--- config.mk ---
export PLATFORM = sky130hd
export DESIGN_NAME = cascaded_biquad_iir_filter
export DESIGN_NICKNAME = d
export VERILOG_FILES = /design/src/sv/cbq_pkg.sv /design/src/sv/cbq_datapath.sv /design/src/sv/cascaded_biquad_iir_filter.sv
export SDC_FILE = /design/constraint.sdc
export NUM_CORES = 2
export LEC_CHECK = 0
export BUFFER_PORTS_ARGS = -buffer_cell sky130_fd_sc_hd__buf_2
export CAP_MARGIN = 20
export CORE_MARGIN = 3
export CORE_UTILIZATION = 40
export CTS_CLUSTER_DIAMETER = 100
export DETAILED_ROUTE_END_ITERATION = 10
export PLACE_DENSITY = 0.65
export SKIP_LAST_GASP = 1
export SYNTH_ARGS = -nofsm -noshare
export SYNTH_HDL_FRONTEND = slang
export SYNTH_SLANG_ARGS = --single-unit
export TNS_END_PERCENT = 5
--- constraint.sdc ---
create_clock -name i_clk -period 9.1 [get_ports i_clk]
set_clock_uncertainty 0.15 [all_clocks]
set_input_delay 1.365 -clock i_clk [delete_from_list [all_inputs] [get_ports i_clk]]
set_output_delay 1.365 -clock i_clk [all_outputs]
set_load 0.01 [all_outputs]
--- src/sv/cbq_pkg.sv ---
// ============================================================================
// cbq_pkg
// Shared types, constants and the microprogram of the biquad cascade.
// ============================================================================
package cbq_pkg;

    localparam int MAX_SECTIONS_DEF  = 4;
    localparam int SAMPLE_WIDTH_DEF  = 16;
    localparam int COEF_WIDTH_DEF    = 24;
    localparam int DELAY_WIDTH       = 48;
    localparam int ACC_WIDTH         = DELAY_WIDTH + 2;
    localparam int COEFS_PER_SECTION = 5;
    localparam int CMD_WIDTH         = 2;
    localparam int CSEL_WIDTH        = 3;
    localparam int STEP_WIDTH        = 4;

    typedef enum logic [CMD_WIDTH-1:0] {
        CMD_FILTER = 2'd0,
        CMD_WRITE  = 2'd1,
        CMD_CLEAR  = 2'd2,
        CMD_NONE   = 2'd3
    } t_cmd;

    localparam logic [CSEL_WIDTH-1:0] C_B0 = 3'd0;
    localparam logic [CSEL_WIDTH-1:0] C_B1 = 3'd1;
    localparam logic [CSEL_WIDTH-1:0] C_B2 = 3'd2;
    localparam logic [CSEL_WIDTH-1:0] C_A1 = 3'd3;
    localparam logic [CSEL_WIDTH-1:0] C_A2 = 3'd4;

    typedef enum logic [1:0] {A_NONE, A_LD_ACC, A_LD_D1, A_SUB} t_aop;
    typedef enum logic [1:0] {B_NONE, B_LD, B_SUB} t_bop;
    typedef enum logic [1:0] {J_NONE, J_EMPTY, J_MORE} t_jmp;

    localparam logic [STEP_WIDTH-1:0] ST_RD_B0   = 4'd0;
    localparam logic [STEP_WIDTH-1:0] ST_MUL_B0  = 4'd1;
    localparam logic [STEP_WIDTH-1:0] ST_ACC_Y   = 4'd2;
    localparam logic [STEP_WIDTH-1:0] ST_ROUND   = 4'd3;
    localparam logic [STEP_WIDTH-1:0] ST_MUL_A1  = 4'd4;
    localparam logic [STEP_WIDTH-1:0] ST_SUB_A1  = 4'd5;
    localparam logic [STEP_WIDTH-1:0] ST_SUB_A2  = 4'd6;
    localparam logic [STEP_WIDTH-1:0] ST_WB      = 4'd7;
    localparam logic [STEP_WIDTH-1:0] ST_EMIT    = 4'd8;

    typedef struct packed {
        logic                  coef_rd;
        logic [CSEL_WIDTH-1:0] coef_sel;
        logic                  mul_en;
        logic                  mul_y;
        t_aop                  a_op;
        t_bop                  b_op;
        logic                  y_en;
        logic                  wb;
        t_jmp                  jmp;
        logic [STEP_WIDTH-1:0] target;
        logic                  emit;
    } t_ctrl;

    // control store: one word per step of a section
    function automatic t_ctrl ucode(input logic [STEP_WIDTH-1:0] step);
        t_ctrl cw;
        cw = '0;
        unique case (step)
            ST_RD_B0: begin
                cw.coef_rd  = 1'b1;
                cw.coef_sel = C_B0;
                cw.jmp      = J_EMPTY;
                cw.target   = ST_EMIT;
            end
            ST_MUL_B0: begin
                cw.coef_rd  = 1'b1;
                cw.coef_sel = C_B1;
                cw.mul_en   = 1'b1;
            end
            ST_ACC_Y: begin
                cw.coef_rd  = 1'b1;
                cw.coef_sel = C_B2;
                cw.mul_en   = 1'b1;
                cw.a_op     = A_LD_ACC;
            end
            ST_ROUND: begin
                cw.coef_rd  = 1'b1;
                cw.coef_sel = C_A1;
                cw.mul_en   = 1'b1;
                cw.y_en     = 1'b1;
                cw.a_op     = A_LD_D1;
            end
            ST_MUL_A1: begin
                cw.coef_rd  = 1'b1;
                cw.coef_sel = C_A2;
                cw.mul_en   = 1'b1;
                cw.mul_y    = 1'b1;
                cw.b_op     = B_LD;
            end
            ST_SUB_A1: begin
                cw.mul_en   = 1'b1;
                cw.mul_y    = 1'b1;
                cw.a_op     = A_SUB;
            end
            ST_SUB_A2: begin
                cw.b_op     = B_SUB;
            end
            ST_WB: begin
                cw.wb       = 1'b1;
                cw.jmp      = J_MORE;
                cw.target   = ST_RD_B0;
            end
            ST_EMIT: begin
                cw.emit     = 1'b1;
            end
            default: begin
                cw.emit     = 1'b1;
            end
        endcase
        return cw;
    endfunction

endpackage

--- src/sv/cbq_datapath.sv ---
// ============================================================================
// cbq_datapath
// Shared multiplier, two accumulators, rounding and the delay term registers.
// ============================================================================
module cbq_datapath #(
    parameter int MAX_SECTIONS = cbq_pkg::MAX_SECTIONS_DEF,
    parameter int SAMPLE_WIDTH = cbq_pkg::SAMPLE_WIDTH_DEF,
    parameter int COEF_WIDTH   = cbq_pkg::COEF_WIDTH_DEF,
    parameter int SEC_W        = (MAX_SECTIONS > 1) ? $clog2(MAX_SECTIONS) : 1
) (
    input  logic                           i_clk,
    input  logic                           i_rst_n,
    input  cbq_pkg::t_ctrl                 i_ctrl,
    input  logic                           i_start,
    input  logic signed [SAMPLE_WIDTH-1:0] i_x,
    input  logic                           i_clear,
    input  logic [SEC_W-1:0]               i_k,
    input  logic signed [COEF_WIDTH-1:0]   i_coef,
    output logic signed [SAMPLE_WIDTH-1:0] o_y,
    output logic                           o_sat
);
    import cbq_pkg::*;

    localparam int DW = DELAY_WIDTH;
    localparam int AW = ACC_WIDTH;
    localparam int PW = SAMPLE_WIDTH + COEF_WIDTH;
    localparam int XW = (PW > DW) ? PW : DW;
    localparam int FS = COEF_WIDTH - 4;

    localparam logic signed [XW-1:0] P_HI = {{(XW-DW+1){1'b0}}, {(DW-1){1'b1}}};
    localparam logic signed [XW-1:0] P_LO = ~P_HI;
    localparam logic signed [AW-1:0] A_HI = {{(AW-DW+1){1'b0}}, {(DW-1){1'b1}}};
    localparam logic signed [AW-1:0] A_LO = ~A_HI;
    localparam logic signed [AW-1:0] Y_HI =
        {{(AW-SAMPLE_WIDTH+1){1'b0}}, {(SAMPLE_WIDTH-1){1'b1}}};
    localparam logic signed [AW-1:0] Y_LO = ~Y_HI;
    localparam logic signed [AW-1:0] RND  = {{(AW-FS){1'b0}}, 1'b1, {(FS-1){1'b0}}};

    function automatic logic signed [DW-1:0] sat_dw(input logic signed [AW-1:0] v);
        logic signed [DW-1:0] res;
        if (v > A_HI) begin
            res = A_HI[DW-1:0];
        end else if (v < A_LO) begin
            res = A_LO[DW-1:0];
        end else begin
            res = v[DW-1:0];
        end
        return res;
    endfunction

    logic signed [SAMPLE_WIDTH-1:0] r_x;
    logic signed [SAMPLE_WIDTH-1:0] r_y;
    logic                           r_sat;
    logic signed [DW-1:0]           r_p;
    logic signed [AW-1:0]           r_a;
    logic signed [AW-1:0]           r_b;
    logic signed [DW-1:0]           r_d0 [0:MAX_SECTIONS-1];
    logic signed [DW-1:0]           r_d1 [0:MAX_SECTIONS-1];

    logic signed [SAMPLE_WIDTH-1:0] mul_op;
    logic signed [PW-1:0]           prod;
    logic signed [XW-1:0]           prod_x;
    logic signed [DW-1:0]           n_p;
    logic signed [AW-1:0]           rnd;
    logic signed [SAMPLE_WIDTH-1:0] n_y;
    logic                           y_clip;
    logic signed [DW-1:0]           d0_rd;
    logic signed [DW-1:0]           d1_rd;
    logic signed [AW-1:0]           p_x;

    assign mul_op = i_ctrl.mul_y ? r_y : r_x;
    assign prod   = i_coef * mul_op;
    assign prod_x = XW'(prod);
    assign d0_rd  = r_d0[i_k];
    assign d1_rd  = r_d1[i_k];
    assign p_x    = AW'(r_p);

    always_comb begin
        if (prod_x > P_HI) begin
            n_p = P_HI[DW-1:0];
        end else if (prod_x < P_LO) begin
            n_p = P_LO[DW-1:0];
        end else begin
            n_p = prod_x[DW-1:0];
        end
    end

    always_comb begin
        rnd    = (r_a + RND) >>> FS;
        y_clip = 1'b1;
        if (rnd > Y_HI) begin
            n_y = Y_HI[SAMPLE_WIDTH-1:0];
        end else if (rnd < Y_LO) begin
            n_y = Y_LO[SAMPLE_WIDTH-1:0];
        end else begin
            n_y    = rnd[SAMPLE_WIDTH-1:0];
            y_clip = 1'b0;
        end
    end

    always_ff @(posedge i_clk) begin
        if (i_ctrl.mul_en) begin
            r_p <= n_p;
        end
        unique case (i_ctrl.a_op)
            A_LD_ACC: r_a <= AW'(sat_dw(p_x + AW'(d0_rd)));
            A_LD_D1:  r_a <= p_x + AW'(d1_rd);
            A_SUB:    r_a <= r_a - p_x;
            default:  r_a <= r_a;
        endcase
        unique case (i_ctrl.b_op)
            B_LD:    r_b <= p_x;
            B_SUB:   r_b <= r_b - p_x;
            default: r_b <= r_b;
        endcase
        if (i_start) begin
            r_x <= i_x;
        end else if (i_ctrl.wb) begin
            r_x <= r_y;
        end
        if (i_start) begin
            r_y <= '0;
        end else if (i_ctrl.y_en) begin
            r_y <= n_y;
        end
    end

    always_ff @(posedge i_clk) begin
        if (!i_rst_n) begin
            r_sat <= 1'b0;
        end else if (i_start) begin
            r_sat <= 1'b0;
        end else if (i_ctrl.y_en) begin
            r_sat <= r_sat | y_clip;
        end
    end

    always_ff @(posedge i_clk) begin
        if (!i_rst_n || i_clear) begin
            for (int i = 0; i < MAX_SECTIONS; i++) begin
                r_d0[i] <= '0;
                r_d1[i] <= '0;
            end
        end else if (i_ctrl.wb) begin
            r_d0[i_k] <= sat_dw(r_a);
            r_d1[i_k] <= sat_dw(r_b);
        end
    end

    assign o_y   = r_y;
    assign o_sat = r_sat;

endmodule

--- src/sv/cascaded_biquad_iir_filter.sv ---
// ============================================================================
// cascaded_biquad_iir_filter
// Cascade of transposed direct form II biquads run by a microcoded sequencer.
// ============================================================================
// Input channel (i_valid/o_ready) carries one request: a sample to filter, a
// coefficient write or a delay clear. Output channel (o_valid/i_ready)
// carries one filtered sample and a saturation flag per sample request.
// i_cfg_wr_en/i_cfg_wr_data set the number of active sections; write it only
// while the block is idle.
// Write and clear requests give no result. A sample request runs the
// control store once per active section, over one shared multiplier and
// the single-port coefficient memory, plus one emit step that registers
// the result. o_ready is low while a sample is in flight, so a new request
// is taken only after the previous sample has reached the emit step and
// been registered.
// If the receiver stalls, the result waits in the output register; a
// following sample finishes its sections and then holds at the emit step
// until the output register is free.
// Reset clears the coefficients (by per-entry valid bits), the delay terms,
// the section count and the output valid flag.
// ============================================================================
module cascaded_biquad_iir_filter #(
    parameter int MAX_SECTIONS = cbq_pkg::MAX_SECTIONS_DEF,
    parameter int SAMPLE_WIDTH = cbq_pkg::SAMPLE_WIDTH_DEF,
    parameter int COEF_WIDTH   = cbq_pkg::COEF_WIDTH_DEF,
    parameter int SEC_W        = (MAX_SECTIONS > 1) ? $clog2(MAX_SECTIONS) : 1,
    parameter int ACT_W        = $clog2(MAX_SECTIONS + 1),
    parameter int CFG_W        = (ACT_W > 3) ? ACT_W : 3
) (
    input  logic                             i_clk,
    input  logic                             i_rst_n,
    input  logic                             i_cfg_wr_en,
    input  logic [CFG_W-1:0]                 i_cfg_wr_data,
    input  logic                             i_valid,
    output logic                             o_ready,
    input  logic [cbq_pkg::CMD_WIDTH-1:0]    i_cmd,
    input  logic signed [SAMPLE_WIDTH-1:0]   i_sample_in,
    input  logic [SEC_W-1:0]                 i_coef_section,
    input  logic [cbq_pkg::CSEL_WIDTH-1:0]   i_coef_select,
    input  logic signed [COEF_WIDTH-1:0]     i_coef_value,
    output logic                             o_valid,
    input  logic                             i_ready,
    output logic signed [SAMPLE_WIDTH-1:0]   o_sample_out,
    output logic                             o_saturated
);
    import cbq_pkg::*;

    localparam int NCOEF = MAX_SECTIONS * COEFS_PER_SECTION;
    localparam int CA_W  = $clog2(NCOEF);
    localparam logic [CA_W-1:0]  NC_C   = CA_W'(COEFS_PER_SECTION);
    localparam logic [ACT_W-1:0] MAX_C  = ACT_W'(MAX_SECTIONS);
    localparam logic [CFG_W-1:0] MAX_CF = CFG_W'(MAX_SECTIONS);

    logic [CFG_W-1:0]              r_active;
    logic                          r_busy;
    logic [STEP_WIDTH-1:0]         r_step;
    logic [STEP_WIDTH-1:0]         n_step;
    logic [SEC_W-1:0]              r_k;
    logic                          r_out_valid;
    logic signed [SAMPLE_WIDTH-1:0] r_out_sample;
    logic                          r_out_sat;
    logic signed [COEF_WIDTH-1:0]  r_cmem [0:NCOEF-1];
    logic [NCOEF-1:0]              r_cvalid;
    logic signed [COEF_WIDTH-1:0]  r_coef;

    t_ctrl                         ctrl;
    t_cmd                          cmd;
    logic                          accept;
    logic                          start;
    logic                          clear;
    logic                          cwr;
    logic [CA_W-1:0]               wr_addr;
    logic [CA_W-1:0]               rd_addr;
    logic [CFG_W-1:0]              n_clamp;
    logic [ACT_W-1:0]              n_sec;
    logic [ACT_W-1:0]              k_inc;
    logic                          out_free;
    logic                          emit_go;
    logic signed [SAMPLE_WIDTH-1:0] dp_y;
    logic                          dp_sat;

    assign o_ready  = !r_busy;
    assign accept   = i_valid && o_ready;
    assign cmd      = t_cmd'(i_cmd);
    assign ctrl     = r_busy ? ucode(r_step) : t_ctrl'('0);
    assign out_free = !r_out_valid || i_ready;
    assign emit_go  = ctrl.emit && out_free;

    assign n_clamp  = (r_active > MAX_CF) ? MAX_CF : r_active;
    assign n_sec    = n_clamp[ACT_W-1:0];
    assign k_inc    = ACT_W'(r_k) + ACT_W'(1);

    always_comb begin
        start = 1'b0;
        clear = 1'b0;
        cwr   = 1'b0;
        unique case (cmd)
            CMD_FILTER: start = accept;
            CMD_WRITE:  cwr   = accept && (ACT_W'(i_coef_section) < MAX_C)
                                && (i_coef_select < CSEL_WIDTH'(COEFS_PER_SECTION));
            CMD_CLEAR:  clear = accept;
            CMD_NONE:   start = 1'b0;
        endcase
    end

    assign wr_addr = CA_W'(i_coef_section) * NC_C + CA_W'(i_coef_select);
    assign rd_addr = CA_W'(r_k) * NC_C + CA_W'(ctrl.coef_sel);

    always_comb begin
        priority if (ctrl.jmp == J_EMPTY && n_sec == '0) begin
            n_step = ctrl.target;
        end else if (ctrl.jmp == J_MORE && k_inc < n_sec) begin
            n_step = ctrl.target;
        end else if (ctrl.emit) begin
            n_step = r_step;
        end else begin
            n_step = r_step + STEP_WIDTH'(1);
        end
    end

    always_ff @(posedge i_clk) begin
        if (!i_rst_n) begin
            r_active <= '0;
        end else if (i_cfg_wr_en) begin
            r_active <= i_cfg_wr_data;
        end
    end

    always_ff @(posedge i_clk) begin
        if (!i_rst_n) begin
            r_busy <= 1'b0;
            r_step <= ST_RD_B0;
            r_k    <= '0;
        end else if (start) begin
            r_busy <= 1'b1;
            r_step <= ST_RD_B0;
            r_k    <= '0;
        end else if (r_busy) begin
            r_step <= n_step;
            if (ctrl.wb) begin
                r_k <= k_inc[SEC_W-1:0];
            end
            if (emit_go) begin
                r_busy <= 1'b0;
            end
        end
    end

    always_ff @(posedge i_clk) begin
        if (!i_rst_n) begin
            r_out_valid <= 1'b0;
        end else if (emit_go) begin
            r_out_valid <= 1'b1;
        end else if (i_ready) begin
            r_out_valid <= 1'b0;
        end
    end

    always_ff @(posedge i_clk) begin
        if (emit_go) begin
            r_out_sample <= dp_y;
            r_out_sat    <= dp_sat;
        end
    end

    // coefficient memory, unwritten entries read as zero
    always_ff @(posedge i_clk) begin
        if (cwr) begin
            r_cmem[wr_addr] <= i_coef_value;
        end
    end

    always_ff @(posedge i_clk) begin
        if (ctrl.coef_rd) begin
            r_coef <= r_cvalid[rd_addr] ? r_cmem[rd_addr] : '0;
        end
    end

    always_ff @(posedge i_clk) begin
        if (!i_rst_n) begin
            r_cvalid <= '0;
        end else if (cwr) begin
            r_cvalid[wr_addr] <= 1'b1;
        end
    end

    cbq_datapath #(
        .MAX_SECTIONS (MAX_SECTIONS),
        .SAMPLE_WIDTH (SAMPLE_WIDTH),
        .COEF_WIDTH   (COEF_WIDTH),
        .SEC_W        (SEC_W)
    ) u_datapath (
        .i_clk   (i_clk),
        .i_rst_n (i_rst_n),
        .i_ctrl  (ctrl),
        .i_start (start),
        .i_x     (i_sample_in),
        .i_clear (clear),
        .i_k     (r_k),
        .i_coef  (r_coef),
        .o_y     (dp_y),
        .o_sat   (dp_sat)
    );

    assign o_valid      = r_out_valid;
    assign o_sample_out = r_out_sample;
    assign o_saturated  = r_out_sat;

endmodule
==> results.json <==
{
  "routed_via_count_divided_by_cell_count": 5.54,
  "dieWidth_um": 422,
  "number_of_iterations_in_the_first_detailed_routing_pass": 6,
  "cts-htree-levels": 3,
  "cellLeakagePower_nw": 29.7,
  "timing.setup.tns_ps": 0,
  "async_reset_ff_frac": 0,
  "crit_required_ps": 9490,
  "hpwlAfterDp_um": 127000,
  "synth_nets": 6510,
  "grt_first_pass_wirelength_um": 278000,
  "layout_setup_ws_ps": 479,
  "numPortBuffers": 73,
  "ys_top_cells_by_count": "1062 x edfxtp_1, 602 x inv_1, 520 x nor2_1, 516 x nand2_1, 380 x fa_1",
  "detail-route-antenna-nets": 0,
  "total_global_route_track_usage": 0.201,
  "post_route_utilization": 0.445,
  "antenna_found_initial": 9,
  "timing.critical_path.mode_cell": "fa_1",
  "max_cap_violations": 0,
  "cts_repair_resize_count": 0,
  "final_min_period_over_clock_period": 0.947,
  "yosys_warnings": 0,
  "ctsLongestPathBuffers": 3,
  "relSlewSlack": 0.218,
  "cp.arrival_ps": 9010,
  "root_buffer": "clkbuf_16",
  "routed-via-count": 45300,
  "globalplace.congestion": 0.932,
  "synthCells": 5762,
  "power_density_mw_per_mm2": 216,
  "ir_drop_v": 0.000225,
  "hold_path_class": "register to register",
  "crit_path_slowest_cell": "mux2_2",
  "timing.fmax_mhz": 116,
  "crit_family": "adder cells",
  "report.final.hold_viol_count": 0,
  "post_synth_edffs": 1062,
  "worst_pin_slew_ps": 1170,
  "tritoncts": "built",
  "ys.flop_type": "edfxtp_1",
  "worst-setup-path-type": "register to register",
  "placement.setup.worst_slack_ps": 205,
  "synth_largest_area_cell": "edfxtp_1",
  "core_area_mm2": 0.172,
  "synth.top_cell.area_share": 0.461,
  "syn-cell-area_mm2": 0.0692,
  "detailed_route_drc_error_count": 0,
  "drt_iter0_drc": 4195,
  "synth_seq_area_share": 0.475,
  "grt_pass1_vias": 46100,
  "holdPathStages": 1,
  "ys_seq_elements": 1112,
  "wl_per_cell_um": 22.1,
  "ios": 74,
  "status": "complete, no violations",
  "post_synth_main_area_contributors": "edfxtp_1 46%, fa_1 11%, mux4_2 8.0%, ha_1 5.7%, inv_1 3.3%",
  "numPlacedInstances": 7953,
  "grt_start_max_net_pins": 104,
  "postCtsSetupBuffers": 0,
  "worstPathMaxFanout": 24,
  "synth_cell_types": 95,
  "path_clk_slew_ps": 70,
  "cp.depth": 29,
  "synth_area_per_cell_um2": 12.0,
  "cp-end-kind": "register",
  "postCtsHoldBufs": 0,
  "die_area_mm2": 0.178,
  "drive_gt1_frac": 0.116,
  "critPathLaunchType": "register",
  "worst-r2r-cell-count": 29,
  "post-layout-total-power_w": 0.0165,
  "worst_path_largest_cell_delay_ps": 580,
  "number_of_setup_violations_in_the_final_report": 0,
  "stdcell_count": 8173,
  "tritoncts.num_buffers": 115,
  "num-nets-final": 6510,
  "floorplan.initialDensity": 0.403,
  "worstSkewPairLatency_ps": 790,
  "clock-sinks": 1112,
  "die_height_um": 422,
  "path_buf_inv": 7,
  "finalWirelength_um": 181000,
  "floorplan.rows": 152,
  "post-route-min-period_ps": 8620,
  "globalRoute.totalOverflow": 0,
  "synth.most_common_cell": "edfxtp_1",
  "report.final.slew_viol_count": 0,
  "grt_setup_unrepaired": "false",
  "area_delta_synth_final_pct": 10.4
}
==> power by group <==
| part | switching [W] | leakage (nW) | internal, W |
|---|---|---|---|
| clock | 0.00208 | 1.84 | 0.00266 |
| sequential | 0.0000780 | 10.5 | 0.00601 |
| combinational | 0.00324 | 17.3 | 0.00242 |
| total | 0.00540 | 29.7 | 0.0111 |
==> cell families after synthesis <==
kind of cell	Yosys count	synth area share
flip-flops	1112	0.475
XOR/XNOR	233	0.0295
AND/OR/NAND/NOR	1520	0.100
adder cells (fa/ha/maj)	695	0.167
AO/OA/AOI/OAI	1058	0.0963
buffers and inverters	867	0.0474
multiplexers	277	0.0847
==> sequential cells by signal, indices dropped and copies added, names as in the netlist, named ones only <==
signal and count:
u_datapath.r_a 50, r_cmem 480, u_datapath.r_d1 192, u_datapath.o_y 16, r_k 2, u_datapath.r_d0 192, o_sample_out 16, o_valid 1
u_datapath.r_x 16, o_saturated 1, u_datapath.r_p 41, r_step 4, u_datapath.r_b 50, r_cvalid 20, r_coef 24, r_busy 1
u_datapath.o_sat 1, r_active 3
==> final timing paths <==
check                from                  to  slack [ps]
max reg2reg     r_step[0]  u_datapath.r_p[46]         480
max             r_step[0]  u_datapath.r_p[46]         480
min reg2reg  r_cvalid[13]        r_cvalid[13]         320
min          r_cvalid[13]        r_cvalid[13]         320
==> cell usage in the layout, fill, tap and decap left out, types with 14 or more instances in the layout <==
cell | Yosys | final
a21oi_1 | 353 | 350
xor2_1 | 76 | 75
or2_2 | 20 | 20
o221ai_1 | 19 | 19
nand2_1 | 516 | 510
nand2b_1 | 39 | 38
and2_1 | 142 | 142
nand3_1 | 66 | 66
clkbuf_16 | 0 | 115
o21ai_0 | 221 | 219
o21a_1 | 61 | 61
dfxtp_1 | 50 | 48
a22oi_1 | 21 | 21
nand4_1 | 39 | 39
xnor2_1 | 157 | 157
nor2_1 | 520 | 495
clkinv_2 | 0 | 18
a221o_1 | 22 | 22
a31oi_1 | 34 | 33
and3_1 | 24 | 24
ha_1 | 313 | 310
a211oi_1 | 25 | 25
clkinv_1 | 0 | 26
edfxtp_1 | 1062 | 1062
nor3_1 | 35 | 33
nor2b_1 | 50 | 50
and4_1 | 14 | 14
mux4_2 | 245 | 245
nor2_4 | 0 | 19
inv_1 | 602 | 601
buf_2 | 9 | 73
buf_4 | 0 | 62
fa_1 | 380 | 379
clkbuf_1 | 216 | 21
a21o_1 | 134 | 134
o21bai_1 | 31 | 31
==> worst register-to-register path, delay by kind of cell, from the launching register on <==
| family | cells | cell delay [ps] |
|---|---|---|
| xor gates and xnor gates | 1 | 90 |
| DFF | 1 | 340 |
| buffers and inverters | 7 | 820 |
| and+or+nand+nor | 2 | 470 |
| AOI/OAI and AO/OA | 10 | 2190 |
| adders and majority gates | 8 | 3690 |
| muxes | 1 | 590 |
==> metal layers <==
| layer | up-vias | GRT usage | share of wire |
|---|---|---|---|
| li1 | 20500 | - | - |
| met1 | 23100 | 0.268 | 0.42 |
| met2 | 1443 | 0.336 | 0.48 |
| met3 | 289 | 0.0307 | 0.064 |
| met4 | 10 | 0.0653 | 0.033 |
| met5 | - | 0 | 0.00034 |
==> metrics by stage <==
step | hold slack [ps] | instance area (µm²)
2_1_floorplan | 259 | 69200
5_1_grt | 336 | 76400
6_report | 317 | 76400
3_3_place_gp | 292 | 72200
3_5_place_dp | 299 | 72500
4_1_cts | 316 | 76300
==> final cells by class <==
class	instances	area, µm²
antenna	3	7.51
tap	2310	2890
inverter	602	2260
clock inverter	75	802
fill	15600	95400
multi-input combinational	3783	33400
clock buffer	140	3010
timing repair buffer	148	1140
sequential	1112	32900
No activity file was read; power rests on OpenSTA's default activity.
